$ cat config.mk
export PLATFORM = sky130hd
export DESIGN_NAME = isotp_receive_reassembler
export DESIGN_NICKNAME = d
export VERILOG_FILES = /design/src/isotp_pkg.sv /design/src/isotp_receive_reassembler.sv /design/src/isotp_front.sv /design/src/isotp_queue.sv /design/src/isotp_back.sv
export SDC_FILE = /design/constraint.sdc
export NUM_CORES = 1
export LEC_CHECK = 0
export ABC_AREA = 1
export ABC_CLOCK_PERIOD_IN_PS = 7400
export BUFFER_PORTS_ARGS = -buffer_cell sky130_fd_sc_hd__buf_4
export CAP_MARGIN = 0
export CORE_MARGIN = 5
export CORE_UTILIZATION = 35
export CTS_BUF_LIST = sky130_fd_sc_hd__clkbuf_8
export DETAILED_ROUTE_END_ITERATION = 12
export SETUP_SLACK_MARGIN = 0.3
export SLEW_MARGIN = 20
export SYNTH_ARGS = -nofsm -noshare
export SYNTH_HDL_FRONTEND = slang
export SYNTH_SLANG_ARGS = --single-unit
$ cat constraint.sdc
create_clock -name clk -period 7.4 [get_ports clk]
set_input_delay 1.11 -clock clk [delete_from_list [all_inputs] [get_ports clk]]
set_output_delay 1.11 -clock clk [all_outputs]
set_load 0.005 [all_outputs]
$ cat src/isotp_pkg.sv
`timescale 1ns / 1ps
`default_nettype none

package isotp_pkg;

  // Result kinds on the output channel
  typedef enum logic [1:0] {
    RK_PIECE = 2'd0,
    RK_FLOW  = 2'd1,
    RK_ERROR = 2'd2
  } result_kind_t;

  // Error report codes
  typedef enum logic [2:0] {
    ERR_SF_LENGTH  = 3'd0,
    ERR_FF_SHORT   = 3'd1,
    ERR_FF_LENGTH  = 3'd2,
    ERR_UNEXP_CF   = 3'd3,
    ERR_SEQUENCE   = 3'd4,
    ERR_TIMEOUT    = 3'd5,
    ERR_UNKNOWN    = 3'd6
  } err_code_t;

  // Configuration register indexes
  typedef enum logic [1:0] {
    CFG_RESP_ID    = 2'd0,
    CFG_BLOCK_SIZE = 2'd1,
    CFG_SEP_TIME   = 2'd2,
    CFG_TIMEOUT    = 2'd3
  } cfg_reg_t;

  // Protocol control info frame types (upper nibble of byte 0)
  localparam logic [3:0] PCI_SF = 4'h0;
  localparam logic [3:0] PCI_FF = 4'h1;
  localparam logic [3:0] PCI_CF = 4'h2;
  localparam logic [3:0] PCI_FC = 4'h3;

  localparam logic       CMD_FRAME = 1'b0;
  localparam logic       CMD_TICK  = 1'b1;

  localparam logic [7:0]  FC_CTS_BYTE     = 8'h30;
  localparam logic [3:0]  MAX_FRAME_LEN   = 4'd8;
  localparam logic [11:0] MIN_FF_LENGTH   = 12'd8;
  localparam logic [15:0] TICK_SATURATE   = 16'hFFFF;

  localparam logic [28:0] RESP_ID_RESET    = 29'd0;
  localparam logic [7:0]  BLOCK_SIZE_RESET = 8'd8;
  localparam logic [7:0]  SEP_TIME_RESET   = 8'd0;
  localparam logic [15:0] TIMEOUT_RESET    = 16'd1000;

  localparam int QUEUE_DEPTH = 4;
  localparam int QUEUE_AW    = $clog2(QUEUE_DEPTH);

  // One classified item: a piece or error, optionally followed by flow control
  typedef struct packed {
    logic         with_flow;
    result_kind_t kind;
    logic [55:0]  payload_bytes;
    logic [2:0]   payload_count;
    logic         first_piece;
    logic         message_done;
    logic         single_frame;
    logic [11:0]  message_length;
    err_code_t    error_code;
  } job_t;

  // Flow control frame settings
  typedef struct packed {
    logic [28:0] can_id;
    logic [7:0]  block_size;
    logic [7:0]  sep_time;
  } fc_cfg_t;

  // Keep the leading count bytes of a 56-bit payload, clear the rest
  function automatic logic [55:0] keep_bytes(logic [55:0] v, logic [2:0] count);
    logic [55:0] mask;
    mask = ~({56{1'b1}} >> {count, 3'b000});
    return v & mask;
  endfunction

endpackage

`default_nettype wire

$ cat src/isotp_receive_reassembler.sv
`timescale 1ns / 1ps
`default_nettype none

// Channel  | Ports                                      | Beat accepted when
// ---------+--------------------------------------------+---------------------
// input    | in_push, in_full, in_command, in_frame_*   | in_push && !in_full
// result   | out_pop, out_empty, out_* payload          | out_pop && !out_empty
// config   | cfg_we, cfg_index, cfg_data                | cfg_we
//
// One input beat per cycle while in_full is low; the front classifies
// and updates reassembly state in the accept cycle. Its result goes
// through the job queue into the output register. A first frame
// yields two result beats; while out_pop is held, the single output
// register gives one item per cycle for one-result items and holds a
// first frame for both beats. A 4-entry job queue absorbs bursts.
// Reset is synchronous, active low; in_full rises only when the queue fills.
module isotp_receive_reassembler import isotp_pkg::*; (
  input  wire logic        clk,
  input  wire logic        rst_n,
  input  wire logic        in_push,
  output logic             in_full,
  input  wire logic        in_command,
  input  wire logic [63:0] in_frame_bytes,
  input  wire logic [3:0]  in_frame_length,
  output logic             out_empty,
  input  wire logic        out_pop,
  output logic [1:0]       out_result_kind,
  output logic [55:0]      out_payload_bytes,
  output logic [2:0]       out_payload_count,
  output logic             out_first_piece,
  output logic             out_message_done,
  output logic             out_single_frame,
  output logic [11:0]      out_message_length,
  output logic [28:0]      out_send_can_id,
  output logic [63:0]      out_send_frame,
  output logic [2:0]       out_error_code,
  output logic             out_last,
  input  wire logic        cfg_we,
  input  wire logic [1:0]  cfg_index,
  input  wire logic [28:0] cfg_data
);

  logic [28:0] resp_id_r;
  logic [7:0]  block_size_r;
  logic [7:0]  sep_time_r;
  logic [15:0] timeout_ms_r;

  fc_cfg_t fc_cfg;
  job_t    push_job;
  job_t    pop_job;
  logic    q_push;
  logic    q_full;
  logic    q_pop;
  logic    q_empty;

  // Write configuration registers
  always_ff @(posedge clk) begin
    if (!rst_n) begin
      resp_id_r    <= RESP_ID_RESET;
      block_size_r <= BLOCK_SIZE_RESET;
      sep_time_r   <= SEP_TIME_RESET;
      timeout_ms_r <= TIMEOUT_RESET;
    end else if (cfg_we) begin
      unique case (cfg_index)
        CFG_RESP_ID:    resp_id_r    <= cfg_data;
        CFG_BLOCK_SIZE: block_size_r <= cfg_data[7:0];
        CFG_SEP_TIME:   sep_time_r   <= cfg_data[7:0];
        CFG_TIMEOUT:    timeout_ms_r <= cfg_data[15:0];
        default: ;
      endcase
    end
  end

  assign fc_cfg.can_id     = resp_id_r;
  assign fc_cfg.block_size = block_size_r;
  assign fc_cfg.sep_time   = sep_time_r;
  assign in_full           = q_full;

  isotp_front u_front (
    .clk             (clk),
    .rst_n           (rst_n),
    .in_push         (in_push),
    .q_full          (q_full),
    .in_command      (in_command),
    .in_frame_bytes  (in_frame_bytes),
    .in_frame_length (in_frame_length),
    .timeout_ms      (timeout_ms_r),
    .q_push          (q_push),
    .q_job           (push_job)
  );

  isotp_queue u_queue (
    .clk      (clk),
    .rst_n    (rst_n),
    .push     (q_push),
    .push_job (push_job),
    .full     (q_full),
    .pop      (q_pop),
    .pop_job  (pop_job),
    .empty    (q_empty)
  );

  isotp_back u_back (
    .clk                (clk),
    .rst_n              (rst_n),
    .q_empty            (q_empty),
    .q_job              (pop_job),
    .q_pop              (q_pop),
    .fc_cfg             (fc_cfg),
    .out_empty          (out_empty),
    .out_pop            (out_pop),
    .out_result_kind    (out_result_kind),
    .out_payload_bytes  (out_payload_bytes),
    .out_payload_count  (out_payload_count),
    .out_first_piece    (out_first_piece),
    .out_message_done   (out_message_done),
    .out_single_frame   (out_single_frame),
    .out_message_length (out_message_length),
    .out_send_can_id    (out_send_can_id),
    .out_send_frame     (out_send_frame),
    .out_error_code     (out_error_code),
    .out_last           (out_last)
  );

endmodule

`default_nettype wire

$ cat src/isotp_front.sv
`timescale 1ns / 1ps
`default_nettype none

module isotp_front import isotp_pkg::*; (
  input  wire logic        clk,
  input  wire logic        rst_n,
  input  wire logic        in_push,
  input  wire logic        q_full,
  input  wire logic        in_command,
  input  wire logic [63:0] in_frame_bytes,
  input  wire logic [3:0]  in_frame_length,
  input  wire logic [15:0] timeout_ms,
  output logic             q_push,
  output job_t             q_job
);

  logic        reassembling_r, reassembling_nxt;
  logic [3:0]  exp_seq_r, exp_seq_nxt;
  logic [11:0] total_len_r, total_len_nxt;
  logic [12:0] recv_cnt_r, recv_cnt_nxt;
  logic [15:0] idle_ticks_r, idle_ticks_nxt;

  logic        accept;
  logic [3:0]  len_c;
  logic [7:0]  b0;
  logic [3:0]  sf_len;
  logic [11:0] ff_total;
  logic [15:0] idle_inc;
  logic [12:0] remaining;
  logic [2:0]  cf_cnt;
  logic [12:0] recv_new;
  logic [3:0]  seq_inc;

  assign accept = in_push && !q_full;

  // Classify the beat and compute the next reassembly state
  always_comb begin
    reassembling_nxt = reassembling_r;
    exp_seq_nxt      = exp_seq_r;
    total_len_nxt    = total_len_r;
    recv_cnt_nxt     = recv_cnt_r;
    idle_ticks_nxt   = idle_ticks_r;
    q_push           = 1'b0;
    q_job            = '0;

    len_c    = (in_frame_length > MAX_FRAME_LEN) ? MAX_FRAME_LEN : in_frame_length;
    b0       = in_frame_bytes[63:56];
    sf_len   = b0[3:0];
    ff_total = {b0[3:0], in_frame_bytes[55:48]};
    idle_inc = (idle_ticks_r < TICK_SATURATE) ? idle_ticks_r + 16'd1 : idle_ticks_r;
    remaining = ({1'b0, total_len_r} > recv_cnt_r) ?
                ({1'b0, total_len_r} - recv_cnt_r) : 13'd0;
    cf_cnt   = 3'(len_c - 4'd1);
    if ({10'd0, cf_cnt} > remaining) begin
      cf_cnt = remaining[2:0];
    end
    recv_new = recv_cnt_r + {10'd0, cf_cnt};
    seq_inc  = exp_seq_r + 4'd1;
    if (seq_inc == 4'd0) begin
      seq_inc = 4'd1;
    end

    if (accept) begin
      if (in_command == CMD_TICK) begin
        // Count ticks while reassembling, abort on timeout
        if (reassembling_r) begin
          if (idle_inc >= timeout_ms) begin
            reassembling_nxt = 1'b0;
            idle_ticks_nxt   = 16'd0;
            q_push           = 1'b1;
            q_job.kind       = RK_ERROR;
            q_job.error_code = ERR_TIMEOUT;
          end else begin
            idle_ticks_nxt = idle_inc;
          end
        end
      end else if (len_c != 4'd0) begin
        unique case (b0[7:4])
          PCI_SF: begin
            q_push = 1'b1;
            if (sf_len == 4'd0 || sf_len + 4'd1 != len_c) begin
              q_job.kind       = RK_ERROR;
              q_job.error_code = ERR_SF_LENGTH;
            end else begin
              q_job.kind           = RK_PIECE;
              q_job.payload_count  = sf_len[2:0];
              q_job.payload_bytes  = keep_bytes(in_frame_bytes[55:0], sf_len[2:0]);
              q_job.first_piece    = 1'b1;
              q_job.message_done   = 1'b1;
              q_job.single_frame   = 1'b1;
              q_job.message_length = {8'd0, sf_len};
            end
          end
          PCI_FF: begin
            q_push = 1'b1;
            if (len_c < 4'd2) begin
              q_job.kind       = RK_ERROR;
              q_job.error_code = ERR_FF_SHORT;
            end else if (ff_total < MIN_FF_LENGTH) begin
              q_job.kind       = RK_ERROR;
              q_job.error_code = ERR_FF_LENGTH;
            end else begin
              // Start reassembly, then answer with clear to send
              total_len_nxt    = ff_total;
              recv_cnt_nxt     = {9'd0, len_c - 4'd2};
              exp_seq_nxt      = 4'd1;
              reassembling_nxt = 1'b1;
              idle_ticks_nxt   = 16'd0;
              q_job.with_flow      = 1'b1;
              q_job.kind           = RK_PIECE;
              q_job.payload_count  = 3'(len_c - 4'd2);
              q_job.payload_bytes  = keep_bytes({in_frame_bytes[47:0], 8'h00},
                                                3'(len_c - 4'd2));
              q_job.first_piece    = 1'b1;
              q_job.message_length = ff_total;
            end
          end
          PCI_CF: begin
            q_push = 1'b1;
            if (!reassembling_r) begin
              q_job.kind       = RK_ERROR;
              q_job.error_code = ERR_UNEXP_CF;
            end else if (b0[3:0] != exp_seq_r) begin
              reassembling_nxt = 1'b0;
              idle_ticks_nxt   = 16'd0;
              q_job.kind       = RK_ERROR;
              q_job.error_code = ERR_SEQUENCE;
            end else begin
              recv_cnt_nxt   = recv_new;
              exp_seq_nxt    = seq_inc;
              idle_ticks_nxt = 16'd0;
              if (recv_new >= {1'b0, total_len_r}) begin
                reassembling_nxt = 1'b0;
              end
              q_job.kind           = RK_PIECE;
              q_job.payload_count  = cf_cnt;
              q_job.payload_bytes  = keep_bytes(in_frame_bytes[55:0], cf_cnt);
              q_job.message_done   = (recv_new >= {1'b0, total_len_r});
              q_job.message_length = total_len_r;
            end
          end
          PCI_FC: begin
            // Flow control for the transmit side: drop
          end
          default: begin
            q_push           = 1'b1;
            q_job.kind       = RK_ERROR;
            q_job.error_code = ERR_UNKNOWN;
          end
        endcase
      end
    end
  end

  // Hold reassembly state
  always_ff @(posedge clk) begin
    if (!rst_n) begin
      reassembling_r <= 1'b0;
      exp_seq_r      <= 4'd1;
      total_len_r    <= 12'd0;
      recv_cnt_r     <= 13'd0;
      idle_ticks_r   <= 16'd0;
    end else begin
      reassembling_r <= reassembling_nxt;
      exp_seq_r      <= exp_seq_nxt;
      total_len_r    <= total_len_nxt;
      recv_cnt_r     <= recv_cnt_nxt;
      idle_ticks_r   <= idle_ticks_nxt;
    end
  end

endmodule

`default_nettype wire

$ cat src/isotp_queue.sv
`timescale 1ns / 1ps
`default_nettype none

module isotp_queue import isotp_pkg::*; (
  input  wire logic clk,
  input  wire logic rst_n,
  input  wire logic push,
  input  wire job_t push_job,
  output logic      full,
  input  wire logic pop,
  output job_t      pop_job,
  output logic      empty
);

  job_t                mem_r [QUEUE_DEPTH];
  logic [QUEUE_AW-1:0] wr_ptr_r;
  logic [QUEUE_AW-1:0] rd_ptr_r;
  logic [QUEUE_AW:0]   count_r;
  logic                do_push;
  logic                do_pop;

  assign full    = (count_r == (QUEUE_AW+1)'(QUEUE_DEPTH));
  assign empty   = (count_r == '0);
  assign do_push = push && !full;
  assign do_pop  = pop && !empty;
  assign pop_job = mem_r[rd_ptr_r];

  // Store entries
  always_ff @(posedge clk) begin
    if (do_push) begin
      mem_r[wr_ptr_r] <= push_job;
    end
  end

  // Advance pointers and fill count
  always_ff @(posedge clk) begin
    if (!rst_n) begin
      wr_ptr_r <= '0;
      rd_ptr_r <= '0;
      count_r  <= '0;
    end else begin
      if (do_push) begin
        wr_ptr_r <= wr_ptr_r + 1'b1;
      end
      if (do_pop) begin
        rd_ptr_r <= rd_ptr_r + 1'b1;
      end
      if (do_push && !do_pop) begin
        count_r <= count_r + 1'b1;
      end else if (do_pop && !do_push) begin
        count_r <= count_r - 1'b1;
      end
    end
  end

endmodule

`default_nettype wire

$ cat src/isotp_back.sv
`timescale 1ns / 1ps
`default_nettype none

module isotp_back import isotp_pkg::*; (
  input  wire logic         clk,
  input  wire logic         rst_n,
  input  wire logic         q_empty,
  input  wire job_t         q_job,
  output logic              q_pop,
  input  wire fc_cfg_t      fc_cfg,
  output logic              out_empty,
  input  wire logic         out_pop,
  output logic [1:0]        out_result_kind,
  output logic [55:0]       out_payload_bytes,
  output logic [2:0]        out_payload_count,
  output logic              out_first_piece,
  output logic              out_message_done,
  output logic              out_single_frame,
  output logic [11:0]       out_message_length,
  output logic [28:0]       out_send_can_id,
  output logic [63:0]       out_send_frame,
  output logic [2:0]        out_error_code,
  output logic              out_last
);

  job_t job_r;
  logic valid_r;
  logic flow_phase_r;
  logic beat_taken;
  logic job_finish;

  assign beat_taken = out_pop && valid_r;
  assign job_finish = beat_taken && (flow_phase_r || !job_r.with_flow);
  assign q_pop      = !q_empty && (!valid_r || job_finish);
  assign out_empty  = !valid_r;

  // Load next job, step from piece to flow control beat
  always_ff @(posedge clk) begin
    if (!rst_n) begin
      valid_r      <= 1'b0;
      flow_phase_r <= 1'b0;
    end else if (q_pop) begin
      valid_r      <= 1'b1;
      flow_phase_r <= 1'b0;
    end else if (job_finish) begin
      valid_r      <= 1'b0;
      flow_phase_r <= 1'b0;
    end else if (beat_taken) begin
      flow_phase_r <= 1'b1;
    end
  end

  always_ff @(posedge clk) begin
    if (q_pop) begin
      job_r <= q_job;
    end
  end

  // Drive the current beat
  always_comb begin
    out_result_kind    = job_r.kind;
    out_payload_bytes  = job_r.payload_bytes;
    out_payload_count  = job_r.payload_count;
    out_first_piece    = job_r.first_piece;
    out_message_done   = job_r.message_done;
    out_single_frame   = job_r.single_frame;
    out_message_length = job_r.message_length;
    out_send_can_id    = 29'd0;
    out_send_frame     = 64'd0;
    out_error_code     = job_r.error_code;
    out_last           = !job_r.with_flow;
    if (flow_phase_r) begin
      out_result_kind    = RK_FLOW;
      out_payload_bytes  = 56'd0;
      out_payload_count  = 3'd0;
      out_first_piece    = 1'b0;
      out_message_done   = 1'b0;
      out_single_frame   = 1'b0;
      out_message_length = 12'd0;
      out_send_can_id    = fc_cfg.can_id;
      out_send_frame     = {FC_CTS_BYTE, fc_cfg.block_size, fc_cfg.sep_time, 40'd0};
      out_error_code     = ERR_SF_LENGTH;
      out_last           = 1'b1;
    end
  end

endmodule

`default_nettype wire
== Word level (Yosys, flattened, before mapping) ==
Memory sizes are Yosys's and may differ from the RTL's. A register that Yosys moved wholly into a read port is not among the register bits.
Cells that the tools add are included.

* Bits in registers: 116
* Bits in writable memories: 320
* Output and inout bits: 175
* Memories: 1

{| class="wikitable"
|+ Memory list
! memory !! depth !! width !! read ports !! clocked after memory_dff !! wr ports !! line !! RTL
|-
| u_queue.mem_r || 4 || 80 || 1 || 1 || 1 || isotp_queue.sv:15 || <nowiki>job_t mem_r [QUEUE_DEPTH];</nowiki>
|}

* Add/subtract/negate cells: 11
* Order comparisons: 8
* Equality and inequality tests: 16
* Shift-type cells: 3
* Muxes and demuxes: 96
* Bitwise gates (word level): 10
* Reduce and logical (&&, ||, !) cells: 38

{| class="wikitable"
|+ Operators with widths
! operator !! count
|-
| $pmux W59 S3 || 1
|-
| $and A56 B56 Y56 || 3
|-
| $not A56 Y56 || 3
|-
| $shr A56 B6 Y56 const A || 3
|-
| $mux W80 || 2
|-
| $mux W74 || 2
|-
| $mux W16 || 8
|-
| $mux W60 || 2
|-
| $mux W59 || 2
|-
| $mux W13 || 5
|-
| $mux W62 || 1
|-
| $mux W12 || 5
|-
| $mux W56 || 1
|-
| $pmux W12 S3 || 1
|-
| $mux W3 || 11
|-
| $pmux W16 S2 || 1
|-
| $mux W1 || 30
|-
| $mux W29 || 1
|-
| $pmux W13 S2 || 1
|-
| $mux W4 || 6
|-
| $mux W2 || 10
|-
| $add A16 B1 Y16 const B || 1
|-
| $ge A16 B16 Y1 || 1
|-
| $lt A16 B16 Y1 const B || 1
|-
| other kinds (43) || 80
|}

== Logic depth before layout (Yosys ltp) ==
* Word-level depth: 14
* Gate-level depth with buffers: 43
* Gate-level depth less buffers: 43

== By module ==
A second synthesis with hierarchy kept.

* Cell total of the unflattened synthesis: 2725
* Area total of the unflattened synthesis: 25688.4 um^2

{| class="wikitable"
|+ Modules (own cells, without submodules)
! module !! times used !! cells an instance !! area each (um^2) !! seq. area each (um^2)
|-
| isotp_queue || 1 || 844 || 12310.6 || 9789.4
|-
| isotp_front || 1 || 1094 || 6433.7 || 920.9
|-
| isotp_back || 1 || 404 || 4371.7 || 2442.3
|-
| isotp_receive_reassembler || 1 || 383 || 2572.5 || 1221.2
|}

== Least setup slack after synthesis ==
Ideal clock, no wire load.

* Kind: reg2reg
* Start: reg u_front.idle_ticks_r[0]
* End: mem u_queue.mem_r[0][0] in the netlist's numbering, enable pin
* Data arrival time: 6.159 ns
* Required time: 6.883 ns
* Slack: 0.723 ns
* Stages on the path, launching flop included: 24
* Cell sequence: dfxtp_1 -> ha_1 -> inv_1 -> nor3_1 -> nand3_1 -> nor2_1 -> nand2_1 -> nor2_1 -> nor2_1 -> nand2_1 -> nor2_1 -> xor2_1 -> inv_1 -> ha_1 -> nand2_1 -> nor2_1 -> nand2_1 -> o211ai_1 -> nand2_1 -> nand3_1 -> inv_1 -> o21ai_0 -> nand2_1 -> nor2_1

* Longest elaborated chain between the ends: 10

{| class="wikitable"
|+ RTL lines
! element !! line !! RTL
|-
| start: declaration || isotp_front.sv:21 || <nowiki>logic [15:0] idle_ticks_r, idle_ticks_nxt;</nowiki>
|-
| start signal: assignment || isotp_front.sv:168 || <nowiki>idle_ticks_r <= idle_ticks_nxt;</nowiki>
|-
| $add A16 B1 Y16 or $lt A16 B16 Y1 (tied branches) || isotp_front.sv:50 || <nowiki>idle_inc = (idle_ticks_r < TICK_SATURATE) ? idle_ticks_r + 16'd1 : idle_ticks_r;</nowiki>
|-
| $mux W16 * || isotp_front.sv:50 ||
|-
| $ge A16 B16 Y1 * || isotp_front.sv:67 || <nowiki>if (idle_inc >= timeout_ms) begin</nowiki>
|-
| $mux W1 * || isotp_front.sv:67 ||
|-
| $mux W1 * || isotp_front.sv:66 || <nowiki>if (reassembling_r) begin</nowiki>
|-
| $mux W1 * || isotp_front.sv:64 || <nowiki>if (in_command == CMD_TICK) begin</nowiki>
|-
| $mux W1 * || isotp_front.sv:63 || <nowiki>if (accept) begin</nowiki>
|-
| $logic_and A1 B1 Y1 * || isotp_queue.sv:24 || <nowiki>assign do_push = push && !full;</nowiki>
|-
| $mux W1 * || isotp_queue.sv:30 || <nowiki>if (do_push) begin</nowiki>
|-
| $mux W1 (not written as such) * || isotp_queue.sv:31 || <nowiki>mem_r[wr_ptr_r] <= push_job;</nowiki>
|-
| end: declaration || isotp_queue.sv:15 ||
|}

Every way passes the cells marked *; elsewhere a longest branch is shown, timed or not.

==> impl_results.md <==
- Status: finished, final reports clean
- Max Fanout on Critical Path: 6
- Hold Violations, Final: 0
- Grt met1 use: 24.0%
- Layout Cells excl Fill: 3831
- Die H: 274 um
- Final slew viol count: 0
- CTS Sinks: 511
- Core area: 0.0688 mm^2
- Final wirelength: 68400 um
- Die Footprint: 0.0749 mm^2
- Setup TNS: 0 ns
- Setup Crit Path Kind: register to register
- First-pass DRT Iterations: 5
- EDFF count, synth: 395
- First-pass GRT wire length: 103000 um
- Synth unique cells: 53
- Synth top area cells: edfxtp_1 (49%), dfxtp_1 (9.5%), nor2_1 (6.7%)
- Clock Pin Slew Worst Setup and Hold Paths: 0.06 ns
- Power Dens Cells: 295 mW/mm^2
- IO Port Bufs: 233
- Worst Hold Class: register to register
- GR peak layer: met2
- Yosys reg bits: 511
- Fin nets: 3000
- Total gr overflow: 0
- Final setup fails: 0
- I/O pin count: 280
- Clock Path Buffers: 3
- Vias in the first global route: 17.6k
- Commonest non-fill, non-tap cell in the layout: nor2_1
- Clock tree root driver cell: clkbuf_8
- Yosys top cell area share: 48.7%
- Setup Skew: 0.0393 ns
- Met3 Use GR: 3.41%
- R2R depth: 39
- VDD IR max: 0.122 mV
- Least-Margin Pin Slew: 1.08 ns
- CP max stage cell: dfxtp_1
- Main synth FF type: edfxtp_1
- Drt wl/cell: 17.9 um
- DR vias/cell: 4.86
- Worst hold path depth: 2
- Max-cap violations: 0
- Routed vias: 18.6k
- DR DRC count: 0
- Async SR Flop Fraction: 0%
- Cell repeated most along the worst path: nand2_1
- Most frequent cells in the layout: nor2_1 (429), edfxtp_1 (395), inv_1 (367), nand2_1 (309), o21ai_0 (253)
- Final ANT Viol Nets: 0
- Largest net degree at the start of global routing: 93
- Met2 usage: 28.7%
- Final period util: 85.5%
- Post-DP HPWL: 45200 um
- Design Power: 0.00842 W
- Clk_lat worst skew: 0.68 ns
- Initial DRC count: 1406
- Rows: 96
- Min Hold Slack: 0.461 ns
- Mapped Cells: 2601
- Setup crit start kind: register
- Initial Utilization: 35.4%
- Relative max-transition margin: 27.6%
- GPL Wtd Cong: 0.868
- P_leak: 11.7 nW
- Post-layout util: 41.5%
- Post-CTS Setup Bufs: 0
- Area growth syn-to-layout: 17.2%
- Max frequency: 0.158 GHz
- Crit path largest cell delay: 0.42 ns
- Worst Path Arrival: 6.79 ns
- H-tree depth: 3
- GRT Total Usage: 17.6%
- Synth warn: 0
- Cell Area, Synth: 0.0243 mm^2
- Worst setup EP type: register
- Post-Syn Area per Cell: 9.36 um^2
- Leading area contributor after synthesis: edfxtp_1
- Worst path required time: 7.87 ns
- Antenna violations before repair: 5
- Placed cells: 3671
- Sequential area share after synthesis: 58.3%
- RSZ-0062 raised after global routing: false
- CTS tree: built
- Die W: 274 um
- TritonCTS Buffers: 87
- Layout cells sized above 1: 14.7%
- Crit path time final: 6.33 ns
layout make-up:
class                           count  area, um^2
Fill cell                        6804       40300
Sequential cell                   511       14200
Multi-Input combinational cell   1621        8250
Timing Repair Buffer              254        1940
Inverter                          354        1330
Clock buffer                       94        1290
Tap cell                          931        1160
Clock inverter                     63         349
Antenna cell                        3        7.51
flip-flops by register name, summed over array words and instances, names as in the netlist, 3 cells and up:
| signal | count |
|---|---|
| sep_time_r | 8 |
| u_back.job_r | 79 |
| timeout_ms_r | 16 |
| u_queue.count_r | 3 |
| u_front.exp_seq_r | 4 |
| u_front.idle_ticks_r | 16 |
| u_front.recv_cnt_r | 13 |
| u_front.total_len_r | 12 |
| resp_id_r | 29 |
| u_queue.mem_r | 316 |
| block_size_r | 8 |
path summary, 6_finish.rpt:
check,to,slack (ns),startpoint
setup / recovery,u_queue.mem_r[2][16],1.07,u_front.recv_cnt_r[6]
hold / removal,block_size_r[3],0.46,block_size_r[3]
setup reg to reg,u_queue.mem_r[2][16],1.07,u_front.recv_cnt_r[6]
hold reg to reg,block_size_r[3],0.46,block_size_r[3]
metal layers:
| metal | share of wire [%] | up-vias | wire length [um] |
|---|---|---|---|
| li1 | - | 9101 | - |
| met1 | 44 | 8868 | 30400 |
| met2 | 47 | 521 | 32100 |
| met3 | 6.1 | 107 | 4150 |
| met4 | 2.4 | 4 | 1660 |
| met5 | 0.045 | - | 31 |
logic make-up after synthesis:
logic type      share of synthesized area [%]
buf+inv                                  8.81
xor+xnor                                 1.15
flops                                    58.3
simple gates                             16.2
other cells                            0.0154
compound gates                           12.1
fa+ha+maj                                3.48
power breakdown:
part / total [W] / switching (W) / internal, W
registers: 0.00378 / 0.000181 / 0.00360
clock network: 0.00241 / 0.00117 / 0.00125
logic: 0.00223 / 0.00144 / 0.000789
total: 0.00842 / 0.00278 / 0.00564
per-stage QoR:
step                setup slack (ns)  instance area [um^2]
floorplan                      0.723                 24500
global placement               0.654                 26900
detailed placement             0.564                 26900
CTS                            0.983                 28500
global route                   0.429                 28500
finish                          1.07                 28500
synthesized netlist by cell type, types with 2 or more instances:
| cell type | count |
|---|---|
| nor2_1 | 434 |
| edfxtp_1 | 395 |
| inv_1 | 338 |
| nand2_1 | 309 |
| o21ai_0 | 253 |
| a21oi_1 | 138 |
| nand3_1 | 130 |
| dfxtp_1 | 116 |
| clkbuf_1 | 87 |
| o22ai_1 | 80 |
| ha_1 | 63 |
| buf_4 | 52 |
| xor2_1 | 23 |
| a22oi_1 | 19 |
| nor3_1 | 15 |
| inv_2 | 14 |
| buf_1 | 11 |
| nand4_1 | 11 |
| o31ai_1 | 10 |
| buf_2 | 9 |
| nand2_2 | 9 |
| o21ai_1 | 9 |
| xnor2_1 | 9 |
| nor2b_1 | 8 |
| a31oi_1 | 7 |
| nand2_4 | 5 |
| nand3b_1 | 4 |
| o31ai_2 | 4 |
| fa_1 | 3 |
| o211ai_1 | 3 |
| a21oi_2 | 2 |
| nand3_2 | 2 |
| nand3_4 | 2 |
| nor2_2 | 2 |
| nor2_4 | 2 |
| nor3_2 | 2 |
| nor4_1 | 2 |
| o21a_1 | 2 |
| o221ai_1 | 2 |
| or2_2 | 2 |
repair_timing:
item	in CTS	in global routing
hold buffers	0	0
resized for setup	0	1
endpoints found under the setup margin	0	4
critical path, delay by kind of cell, from the launching register on:
kind	cells	cell delay, ns
flip-flops	1	0.42
buffers and inverters	4	0.30
AO/OA/AOI/OAI	7	1.21
XOR/XNOR	1	0.19
AND/OR/NAND/NOR	22	2.30
adder cells (fa/ha/maj)	5	1.69
Note: power is estimated with default switching activity, not from simulation.
